==> config.mk <==
export PLATFORM = sky130hd
export DESIGN_NAME = indexed_list_engine
export DESIGN_NICKNAME = d
export VERILOG_FILES = /design/src/ile_pkg.sv /design/src/ile_ram.sv /design/src/indexed_list_engine.sv
export VERILOG_INCLUDE_DIRS = /design/src /design/src/src
export SDC_FILE = /design/constraint.sdc
export NUM_CORES = 2
export LEC_CHECK = 0
export BUFFER_PORTS_ARGS = -buffer_cell sky130_fd_sc_hd__buf_2
export CORE_UTILIZATION = 63
export DETAILED_ROUTE_END_ITERATION = 6
export MAX_ROUTING_LAYER = met4
export PLACE_DENSITY_LB_ADDON = 0.05
export SLEW_MARGIN = 20
export SYNTH_ARGS = -nofsm -noshare
export SYNTH_HDL_FRONTEND = slang
export SYNTH_SLANG_ARGS = --single-unit
==> constraint.sdc <==
create_clock -name clk_i -period 7 [get_ports clk_i]
set_clock_uncertainty 0.15 [all_clocks]
set_input_delay 1.05 -clock clk_i [delete_from_list [all_inputs] [get_ports clk_i]]
set_output_delay 1.05 -clock clk_i [all_outputs]
set_load 0.01 [all_outputs]
==> src/indexed_list_engine_defines.svh <==
// ----------------------------------------------------------------------------
// indexed_list_engine_defines
// assertion macros used by the list engine
// ----------------------------------------------------------------------------
`ifndef INDEXED_LIST_ENGINE_DEFINES_SVH
`define INDEXED_LIST_ENGINE_DEFINES_SVH

// same-cycle implication, checked out of reset
`define ILE_ASSERT_NOW(lbl, ante, cons, msg) \
  lbl: assert property (@(posedge clk_i) disable iff (!rst_ni) (ante) |-> (cons)) \
    else $error(msg);

// next-cycle implication, checked out of reset
`define ILE_ASSERT_NEXT(lbl, ante, cons, msg) \
  lbl: assert property (@(posedge clk_i) disable iff (!rst_ni) (ante) |=> (cons)) \
    else $error(msg);

`endif

==> src/ile_pkg.sv <==
// ----------------------------------------------------------------------------
// ile_pkg
// types and codes of the indexed list engine
// ----------------------------------------------------------------------------
`timescale 1ns / 1ps

package ile_pkg;

  // operation codes
  typedef enum logic [2:0] {
    OP_APPEND = 3'd0,
    OP_INSERT = 3'd1,
    OP_DELETE = 3'd2,
    OP_SET    = 3'd3,
    OP_GET    = 3'd4
  } op_e;

  // result status codes
  typedef enum logic [1:0] {
    STAT_DONE  = 2'd0,
    STAT_RANGE = 2'd1,
    STAT_FULL  = 2'd2
  } status_e;

  // sequencer states
  typedef enum logic [2:0] {
    ST_IDLE,
    ST_DECODE,
    ST_SHIFT_RD,
    ST_SHIFT_WR,
    ST_INS_WR,
    ST_GET_WAIT,
    ST_FINISH
  } state_e;

  // request payload
  typedef struct packed {
    logic [2:0]         op;
    logic [5:0]         position;
    logic signed [31:0] value;
  } ile_in_t;

  // result payload
  typedef struct packed {
    logic signed [31:0] read_value;
    logic [1:0]         status;
    logic [6:0]         count;
  } ile_out_t;

endpackage

==> src/ile_ram.sv <==
// ----------------------------------------------------------------------------
// ile_ram
// simple dual-port ram, one write and one registered read port
// ----------------------------------------------------------------------------
`timescale 1ns / 1ps

module ile_ram #(
  parameter int WIDTH = 32,
  parameter int DEPTH = 64
) (
  input  logic                     clk_i,
  input  logic                     we_i,
  input  logic [$clog2(DEPTH)-1:0] waddr_i,
  input  logic [WIDTH-1:0]         wdata_i,
  input  logic [$clog2(DEPTH)-1:0] raddr_i,
  output logic [WIDTH-1:0]         rdata_o
);

  logic [WIDTH-1:0] mem [DEPTH];

  // write port
  always_ff @(posedge clk_i) begin
    if (we_i) begin
      mem[waddr_i] <= wdata_i;
    end
  end

  // registered read
  always_ff @(posedge clk_i) begin
    rdata_o <= mem[raddr_i];
  end

endmodule

==> src/indexed_list_engine.sv <==
// ----------------------------------------------------------------------------
// indexed_list_engine
// bounded ordered list with append, insert, delete, set and get
// ----------------------------------------------------------------------------
// Requests come in on in_data_i and transfer when in_valid_i is high and
// in_stall_o is low; each request gives exactly one result on out_data_o,
// which transfers when out_valid_o is high and out_stall_i is low.
// Items live in a single RAM with one write and one registered read port.
// A small sequencer steps one index counter up or down and moves one entry
// at a time (read, then write) through that RAM. The block takes one
// request at a time; in_stall_o is high from accept until the result is
// loaded into the output register. A result waiting under out_stall_i does
// not block the next request, but the one after it waits until the output
// register frees up. Reset empties the list (count zero) and drops any
// pending result; the RAM contents are not cleared, only entries below
// the count are read.
// ----------------------------------------------------------------------------
`timescale 1ns / 1ps
`include "indexed_list_engine_defines.svh"

module indexed_list_engine #(
  parameter int CAPACITY  = 64,
  parameter int ITEM_BITS = 32
) (
  input  logic             clk_i,
  input  logic             rst_ni,
  input  logic             in_valid_i,
  output logic             in_stall_o,
  input  ile_pkg::ile_in_t in_data_i,
  output logic             out_valid_o,
  input  logic             out_stall_i,
  output ile_pkg::ile_out_t out_data_o
);

  import ile_pkg::*;

  localparam int AW    = $clog2(CAPACITY);
  localparam int CNT_W = $clog2(CAPACITY + 1);
  localparam int CMP_W = (CNT_W > 6) ? CNT_W : 6;

  state_e               state_q, state_d;
  logic [CNT_W-1:0]     count_q, count_d;
  logic [CNT_W-1:0]     idx_q, idx_d;
  logic [CNT_W-1:0]     res_cnt_q, res_cnt_d;
  status_e              res_st_q, res_st_d;
  logic signed [31:0]   res_val_q, res_val_d;
  logic [2:0]           op_q;
  logic [5:0]           pos_q;
  logic [ITEM_BITS-1:0] item_q;
  logic                 up_q, up_d;
  logic                 out_valid_q, out_valid_d;
  ile_out_t             out_q;

  logic                 accept;
  logic                 out_free;
  logic                 load_res;
  logic                 shifting;
  logic                 pos_ok;
  logic                 is_full;
  logic [CNT_W-1:0]     step;
  logic                 ram_we;
  logic [AW-1:0]        ram_waddr;
  logic [ITEM_BITS-1:0] ram_wdata;
  logic [AW-1:0]        ram_raddr;
  logic [ITEM_BITS-1:0] ram_rdata;

  assign accept     = in_valid_i && (state_q == ST_IDLE);
  assign in_stall_o = (state_q != ST_IDLE);
  assign out_free   = !out_valid_q || !out_stall_i;
  assign load_res   = (state_q == ST_FINISH) && out_free;
  assign shifting   = (state_q == ST_SHIFT_RD) || (state_q == ST_SHIFT_WR);

  // shared index step unit and range compares
  assign step    = up_q ? (idx_q + CNT_W'(1)) : (idx_q - CNT_W'(1));
  assign pos_ok  = CMP_W'(pos_q) < CMP_W'(count_q);
  assign is_full = (count_q == CNT_W'(CAPACITY));

  // item storage
  ile_ram #(
    .WIDTH (ITEM_BITS),
    .DEPTH (CAPACITY)
  ) u_ram (
    .clk_i   (clk_i),
    .we_i    (ram_we),
    .waddr_i (ram_waddr),
    .wdata_i (ram_wdata),
    .raddr_i (ram_raddr),
    .rdata_o (ram_rdata)
  );

  // sequencer next state and datapath control
  always_comb begin
    state_d   = state_q;
    count_d   = count_q;
    idx_d     = idx_q;
    up_d      = up_q;
    res_cnt_d = res_cnt_q;
    res_st_d  = res_st_q;
    res_val_d = res_val_q;
    ram_we    = 1'b0;
    ram_waddr = idx_q[AW-1:0];
    ram_wdata = ram_rdata;
    ram_raddr = step[AW-1:0];

    unique case (state_q)
      ST_IDLE: begin
        if (accept) begin
          state_d = ST_DECODE;
        end
      end

      ST_DECODE: begin
        res_cnt_d = count_q;
        res_st_d  = STAT_DONE;
        res_val_d = '0;
        state_d   = ST_FINISH;
        unique case (op_e'(op_q))
          OP_APPEND: begin
            if (is_full) begin
              res_st_d = STAT_FULL;
            end else begin
              ram_we    = 1'b1;
              ram_waddr = count_q[AW-1:0];
              ram_wdata = item_q;
              res_cnt_d = count_q + CNT_W'(1);
            end
          end
          OP_INSERT: begin
            if (!pos_ok) begin
              res_st_d = STAT_RANGE;
            end else if (is_full) begin
              res_st_d = STAT_FULL;
            end else begin
              idx_d     = count_q;
              up_d      = 1'b0;
              res_cnt_d = count_q + CNT_W'(1);
              state_d   = ST_SHIFT_RD;
            end
          end
          OP_DELETE: begin
            if (!pos_ok) begin
              res_st_d = STAT_RANGE;
            end else begin
              idx_d     = CNT_W'(pos_q);
              up_d      = 1'b1;
              res_cnt_d = count_q - CNT_W'(1);
              // last entry removed: nothing to move
              if (CMP_W'(pos_q) != CMP_W'(count_q - CNT_W'(1))) begin
                state_d = ST_SHIFT_RD;
              end
            end
          end
          OP_SET: begin
            if (!pos_ok) begin
              res_st_d = STAT_RANGE;
            end else begin
              ram_we    = 1'b1;
              ram_waddr = AW'(pos_q);
              ram_wdata = item_q;
            end
          end
          OP_GET: begin
            if (!pos_ok) begin
              res_st_d = STAT_RANGE;
            end else begin
              ram_raddr = AW'(pos_q);
              state_d   = ST_GET_WAIT;
            end
          end
          default: begin
          end
        endcase
      end

      // fetch the neighbor entry that moves into idx
      ST_SHIFT_RD: begin
        state_d = ST_SHIFT_WR;
      end

      // move it and step the index
      ST_SHIFT_WR: begin
        ram_we = 1'b1;
        idx_d  = step;
        if (up_q) begin
          state_d = (step < res_cnt_q) ? ST_SHIFT_RD : ST_FINISH;
        end else begin
          state_d = (CMP_W'(step) > CMP_W'(pos_q)) ? ST_SHIFT_RD : ST_INS_WR;
        end
      end

      // new item lands in the freed slot
      ST_INS_WR: begin
        ram_we    = 1'b1;
        ram_waddr = AW'(pos_q);
        ram_wdata = item_q;
        state_d   = ST_FINISH;
      end

      ST_GET_WAIT: begin
        res_val_d = 32'({{64{ram_rdata[ITEM_BITS-1]}}, ram_rdata});
        state_d   = ST_FINISH;
      end

      ST_FINISH: begin
        if (out_free) begin
          count_d = res_cnt_q;
          state_d = ST_IDLE;
        end
      end

      default: begin
        state_d = ST_IDLE;
      end
    endcase
  end

  // output register valid
  always_comb begin
    out_valid_d = out_valid_q;
    if (load_res) begin
      out_valid_d = 1'b1;
    end else if (out_valid_q && !out_stall_i) begin
      out_valid_d = 1'b0;
    end
  end

  // control registers
  always_ff @(posedge clk_i or negedge rst_ni) begin
    if (!rst_ni) begin
      state_q     <= ST_IDLE;
      count_q     <= '0;
      out_valid_q <= 1'b0;
    end else begin
      state_q     <= state_d;
      count_q     <= count_d;
      out_valid_q <= out_valid_d;
    end
  end

  // request and working registers
  always_ff @(posedge clk_i) begin
    if (accept) begin
      op_q   <= in_data_i.op;
      pos_q  <= in_data_i.position;
      item_q <= ITEM_BITS'({{32{in_data_i.value[31]}}, in_data_i.value});
    end
    idx_q     <= idx_d;
    up_q      <= up_d;
    res_cnt_q <= res_cnt_d;
    res_st_q  <= res_st_d;
    res_val_q <= res_val_d;
  end

  // result register
  always_ff @(posedge clk_i) begin
    if (load_res) begin
      out_q.read_value <= res_val_q;
      out_q.status     <= res_st_q;
      out_q.count      <= 7'(res_cnt_q);
    end
  end

  assign out_valid_o = out_valid_q;
  assign out_data_o  = out_q;

  // checks
  `ILE_ASSERT_NOW(a_count_bound, 1'b1, count_q <= CNT_W'(CAPACITY), "count above capacity")
  `ILE_ASSERT_NEXT(a_count_hold, state_q != ST_FINISH, $stable(count_q), "count moved mid-op")
  `ILE_ASSERT_NEXT(a_result_load, load_res, out_valid_q && state_q == ST_IDLE, "result not loaded")
  `ILE_ASSERT_NOW(a_shift_idx, shifting, idx_q < CNT_W'(CAPACITY), "shift index out of range")

endmodule
# --- After elaboration in Yosys (flattened, before gate mapping) ---
# Memories as Yosys holds them, arrays and structs flattened. A register that Yosys moved wholly into a read port is not among the register bits.
# Cells that the tools add are included.
op_classes:
  n_addsub: 4
  order_cmp: 3
  n_eq_ne: 21
  n_mux: 50
  n_reduce_logical: 20
ops:
  columns: ["op", "count"]
  rows:
  - ["$pmux 32 s2", 3]
  - ["$mux 32", 2]
  - ["$mux 7", 7]
  - ["$mux 6", 5]
  - ["$pmux 7 s2", 2]
  - ["$mux 3", 9]
  - ["$pmux 6 s2", 2]
  - ["$pmux 7 s3", 1]
  - ["$pmux 3 s6", 1]
  - ["$add 7x1->7 const B", 2]
  - ["$sub 7x1->7 const B", 2]
  - ["$eq 3x2->1 const B", 4]
  - ["$eq 3x3->1 const B", 4]
  - ["$mux 1", 10]
  - ["$ne 2x2->1 const B", 5]
  - ["$reduce_and 5->1", 2]
  - ["$ne 3x3->1 const B", 3]
  - ["$pmux 3 s3", 1]
  - ["$reduce_bool 2->1", 4]
  - ["$eq 7x7->1 const B", 1]
  - ["$gt 7x6->1", 1]
  - ["$lt 6x7->1", 1]
  - ["$lt 7x7->1", 1]
  - ["$ne 6x7->1", 1]
  - ["13 further kinds", 24]
totals:
  reg_bits: 142
  mem_bits_rw: 2048
  inputBits: 45
  out_inout_bits: 43
  wordCells: 113
  n_memories: 1
memory_table:
  columns: ["name", "depth", "width", "read_ports", "rd_ports_with_merged_regs", "wr", "line", "rtl"]
  rows:
  - ["u_ram.mem", 64, 32, 1, 1, 1, "ile_ram.sv:19", "logic [WIDTH-1:0] mem [DEPTH];"]

# --- Logic depth before layout (Yosys ltp) ---
logic_depth:
  ltp_word: 6
  mapped_depth: 19
  ltp_nobuf: 15

# --- Cells and area by module ---
# From an unflattened synthesis, not the netlist that was laid out.
hier_totals:
  cells_unflattened: 3905
  hier_area_um2: 85607.1
modules_own_cells:
  columns: ["mod", "instances", "cells_per_inst", "area_each_um2", "seq_area_each_um2"]
  rows:
  - ["ile_ram", 1, 3324, 78512.8, 62139.6]
  - ["indexed_list_engine", 1, 581, 7094.3, 4209.0]

# --- Worst setup path after synthesis ---
# Ideal clock, no wire load.
synth_path:
  path_kind: "register to register"
  startpoint: "register pos_q[0]"
  endpoint: "memory u_ram.mem[16][0], enable pin"
  setup_time_ps: 421
  arrival_time_ps: 5107
  required_time_ps: 6429
  slack_ps: 1322
  stages_incl_launch_ff: 16
  n_path_buf: 5
  path_cell_list: "edfxtp_1 clkbuf_1 clkinv_1 clkbuf_1 clkbuf_1 buf_1 ha_1 nand3b_1 a21oi_4 nor3_1 a221oi_1 o21ai_1 a221o_1 or3b_1 clkbuf_1 nor2_1"
synth_between:
  elab_chain_cells: 6
  word_cells_on_any_way: 9
  cone_classes: "order compare: 1; mux: 8"
synth_rtl:
  columns: ["element", "line", "rtl"]
  rows:
  - ["start: declaration", "indexed_list_engine.sv:48", "logic [5:0] pos_q;"]
  - ["start signal: assignment", "indexed_list_engine.sv:244", "pos_q <= in_data_i.position;"]
  - ["$lt 6x7->1", "indexed_list_engine.sv:75", "assign pos_ok = CMP_W'(pos_q) < CMP_W'(count_q);"]
  - ["$mux 1", "indexed_list_engine.sv:154", "if (!pos_ok) begin"]
  - ["$pmux 1 s2", "indexed_list_engine.sv:117", "unique case (op_e'(op_q))"]
  - ["$pmux 1 s2", "indexed_list_engine.sv:105", "unique case (state_q)"]
  - ["$mux 1", "ile_ram.sv:23", "if (we_i) begin"]
  - ["$mux 1 (implied by the code)", "ile_ram.sv:24", "mem[waddr_i] <= wdata_i;"]
  - ["end: declaration", "ile_ram.sv:19", null]
# Parallel ways exist; a longest one is shown, timed or not.

# --- Final worst setup path ---
layout_path:
  startpoint: "register count_q[4]"
  endpoint: "register u_ram.rdata_o[7], read port of u_ram.mem"
layout_between:
  elab_chain_cells: 4
layout_rtl:
  columns: ["element", "line", "rtl"]
  rows:
  - ["start: declaration", "indexed_list_engine.sv:42", "logic [CNT_W-1:0] count_q, count_d;"]
  - ["start signal: assignment", "indexed_list_engine.sv:235", "count_q <= count_d;"]
  - ["$lt 6x7->1", "indexed_list_engine.sv:75", null]
  - ["$mux 6", "indexed_list_engine.sv:163", "if (!pos_ok) begin"]
  - ["$mux 6", "indexed_list_engine.sv:117", null]
  - ["$mux 6", "indexed_list_engine.sv:105", null]
  - ["end: declaration", "ile_ram.sv:16", "output logic [WIDTH-1:0] rdata_o"]
# No other way between the ends.
# A chain may end at the register's enable or synchronous reset.

==> summary.md <==
| Metric | Value |
|---|---|
| CTS root buf | clkbuf_16 |
| Worst Setup Start Kind | flip-flop |
| Die area | 154000 sq um |
| Rel. slew slack | 15.2% |
| Terminus of the critical flop-to-flop path | u_ram.rdata_o[7] |
| Post-DP Area | 99200 sq um |
| Power Internal | 30.8 mW |
| Area growth, synth to finish | 11.3% |
| Total power | 56.0 mW |
| Initial antenna violation count | 26 |
| Crit path DAT | 6.94 ns |
| Synth warn | 0 |
| Worst Path Max Fanout | 100 |
| IO buf count | 87 |
| TritonCTS clock tree | done |
| I/O Pins | 88 |
| Post-synth ARST share | 0.495% |
| Status | finished clean |
| Share of layout cells above drive strength 1 | 11.6% |
| Worst slew pin tran | 1.26 ns |
| Fin util | 70.9% |
| Switch share | 44.9% |
| Mean routed wirelength per cell | 34.0 um |
| Crit. Startpoint | count_q[4] |
| Gr ovfl total | 0 |
| Post-cts resize count | 0 |
| Core ar. | 150000 sq um |
| Final hold violations | 0 |
| Final instance area | 107000 sq um |
| VDD IR-drop max | 0.530 mV |
| Antenna Violating Nets Remaining | 0 |
| Largest net degree at the start of global routing | 161 |
| Lkg Pwr | 35.9 nW |
| Syn Area/Cell | 13.1 sq um |
| Worst Path Required | 7.63 ns |
| Final wirelength | 322000 um |
| H-tree levels | 4 |
| Final setup margin | 0.688 ns |
| Critical path class | reg -> reg |
| #FFs+latches synth | 2222 |
| Max cap viols | 0 |
| Hold path depth | 1 |
| TritonRoute pass-1 iters | 6 |
| Synth Instances | 7316 |
| Slew Viols, Final | 0 |
| Syn nets | 7388 |
| CTS Buf Count | 218 |
| Period minus WS final | 6.31 ns |
| Via-to-Cell Ratio | 7.28 |
| Reg2Reg Depth | 12 |
| RSZ-0062 raised after global routing | no |
| DRT iter0 DRCs | 12500 |
| Top cells by area, synth | edfxtp_1, a211oi_1, nand2_1 |
| Seq pwr share | 32.3% |
| Largest buffer count on any clock path | 3 |
| Die Span Y | 392 um |
| Share of the synthesized area in the top cell type | 68.4% |
| DRC Markers | 0 |
| Fmax | 158 MHz |
| Clk_lat worst skew | 0.84 ns |
| Pre-CTS WS | 0.842 ns |
| Via count | 69000 |
| FP Rows | 142 |
| Setup-failing EPs final | 0 |
| GPL Wtd Cong | 0.981 |
| Setup TNS | 0 ns |
| Worst hold-check path type | in -> reg |
| Reg-to-Reg Start | count_q[4] |
| Setup crit end | u_ram.rdata_o[7] |
| Main flop type after synthesis | edfxtp_1 |
| Power Dens Cells | 525 nW/um^2 |
| GRT Util Overall | 42.9% |
| Die width | 392 um |
| Mapped cell area | 95700 sq um |
| Clock network fraction of design power | 20.9% |
| Combinational share of power | 46.7% |
| Vias in the first global route | 64000 |
| First-pass GRT wire length | 457000 um |
| Sequential fraction of the synthesis area | 69.3% |
| Post-synth EDFFs | 2179 |
| Final worst path period share | 90.2% |
| Clock transition at path regs | 0.06 ns |
| Area leader, netlist | edfxtp_1 |
| Unique masters post-synth | 95 |
| R2R setup slack | 0.69 ns |
| DPL Wire Length | 192000 um |
| Clk sinks | 2222 |
| Crit end category | flip-flop |
| Net Sw Power | 25.2 mW |
| Initial core utilization | 63.7% |
| Layout Nets | 7305 |
power groups by stage:
stage / combinational, mW / sequential, mW / clock, mW
finish: 26.2 / 18.1 / 11.7
global route: 26.8 / 18.1 / 12.2
CTS: 25.1 / 18.0 / 11.7
detailed placement: 25.0 / 18.3 / 0
global placement: 24.6 / 18.3 / 0
floorplan: 13.8 / 17.9 / 0
area by class of cell:
type | instances | area, sq um
flip-flops and latches | 2222 | 66300
fillers | 9914 | 43700
multi-input cells | 4402 | 27200
clock buffers | 299 | 5980
repair buffers | 356 | 3180
well taps | 2016 | 2520
clock inverters | 107 | 1070
inverters | 33 | 139
diodes | 35 | 87.6
synth_stat cells, types with 36 or more instances:
| cell | instances |
|---|---|
| and3_1 | 305 |
| buf_1 | 41 |
| o221ai_1 | 36 |
| o22ai_1 | 99 |
| nor4b_1 | 46 |
| nor2_1 | 169 |
| mux2_2 | 45 |
| a21oi_1 | 453 |
| a311oi_1 | 73 |
| a211o_1 | 68 |
| nor4_1 | 36 |
| nand2_1 | 1116 |
| a22oi_1 | 163 |
| edfxtp_1 | 2179 |
| mux2i_1 | 119 |
| a211oi_1 | 569 |
| buf_2 | 166 |
| o21ai_0 | 264 |
| o31ai_1 | 50 |
| a32oi_1 | 57 |
| nand3_1 | 347 |
| clkbuf_1 | 412 |
sequential cells by signal (all words and copies together), names as in the netlist:
name and flops:
u_ram.mem 2048, out_data_o 41, item_q 32, res_val_q 32, u_ram.rdata_o 32, count_q 7
idx_q 7, res_cnt_q 7, pos_q 6, op_q 3, state_q 3, res_st_q 2
out_valid_o 1, up_q 1
worst max-delay path: stages, from the launching register on:
cell	delay, ns
dfrtp_1	0.51
inv_1	0.16
ha_1	0.34
a211oi_2	0.46
o211a_4	0.75
nand3_4	0.56
nand2_8	0.93
buf_12	0.37
buf_4	0.34
a211oi_1	0.12
nand4b_1	0.33
a31oi_1	0.85
or4_1	0.21
how the worst min path moves through the flow:
stage / from / endpoint / slack, ns
floorplan: res_val_q[1] / out_data_o[10] / 0.25
global placement: res_val_q[1] / out_data_o[10] / 0.25
detailed placement: res_val_q[1] / out_data_o[10] / 0.25
CTS: in_data_i[22] / item_q[22] / 0.20
global route: in_data_i[22] / item_q[22] / 0.21
finish: in_data_i[22] / item_q[22] / 0.23
timing repair:
item / CTS / global route
hold buffers: 1 / 0
endpoints found under the hold margin: 11 / 0
setup buffers: 0 / 0
setup endpoints to repair: 0 / 0
logic make-up after synthesis:
| group | count (synthesis) | synth area share (%) |
|---|---|---|
| multiplexers | 169 | 1.83 |
| buffers and inverters | 692 | 3.13 |
| XOR/XNOR | 15 | 0.167 |
| flip-flops | 2222 | 69.3 |
| adder cells (fa/ha/maj) | 27 | 0.361 |
| AO/OA/AOI/OAI | 2052 | 14.8 |
| AND/OR/NAND/NOR | 2139 | 10.4 |
placed cells by master (no fill, tap or decap), types with 24 or more instances in the layout:
| cell | count |
|---|---|
| a211o_1 | 68 |
| a211oi_1 | 566 |
| a21oi_1 | 451 |
| a22o_1 | 32 |
| a22oi_1 | 163 |
| a311oi_1 | 73 |
| a31oi_1 | 27 |
| a32oi_1 | 57 |
| and3_1 | 305 |
| buf_12 | 43 |
| buf_2 | 88 |
| buf_4 | 214 |
| clkbuf_1 | 63 |
| clkbuf_16 | 222 |
| clkinv_1 | 40 |
| clkinv_2 | 39 |
| dfxtp_1 | 32 |
| diode_2 | 35 |
| edfxtp_1 | 2179 |
| ha_1 | 26 |
| inv_1 | 28 |
| mux2_2 | 24 |
| mux2i_1 | 119 |
| nand2_1 | 1116 |
| nand3_1 | 347 |
| nand4_1 | 34 |
| nor2_1 | 100 |
| nor2_4 | 66 |
| nor4_1 | 36 |
| nor4b_1 | 41 |
| o21ai_0 | 264 |
| o221ai_1 | 36 |
| o22a_1 | 33 |
| o22ai_1 | 99 |
| o31ai_1 | 47 |
routing by layer:
metal  global-route usage (%)  vias to the layer above  wire [um]
met2                     59.8                     5553     140000
li1                         -                    28400          -
met1                     57.7                    34100     116000
met5                        -                        -          0
met4                     21.3                        0      18700
met3                     12.6                      899      47800
metrics by stage:
| step | hold WS (ns) | instances |
|---|---|---|
| global placement | 0.252 | 9002 |
| CTS | 0.199 | 9424 |
| detailed placement | 0.255 | 9017 |
| floorplan | 0.250 | 7316 |
| global route | 0.209 | 9462 |
| finish | 0.234 | 9470 |
(Power assumes the default switching activity.)
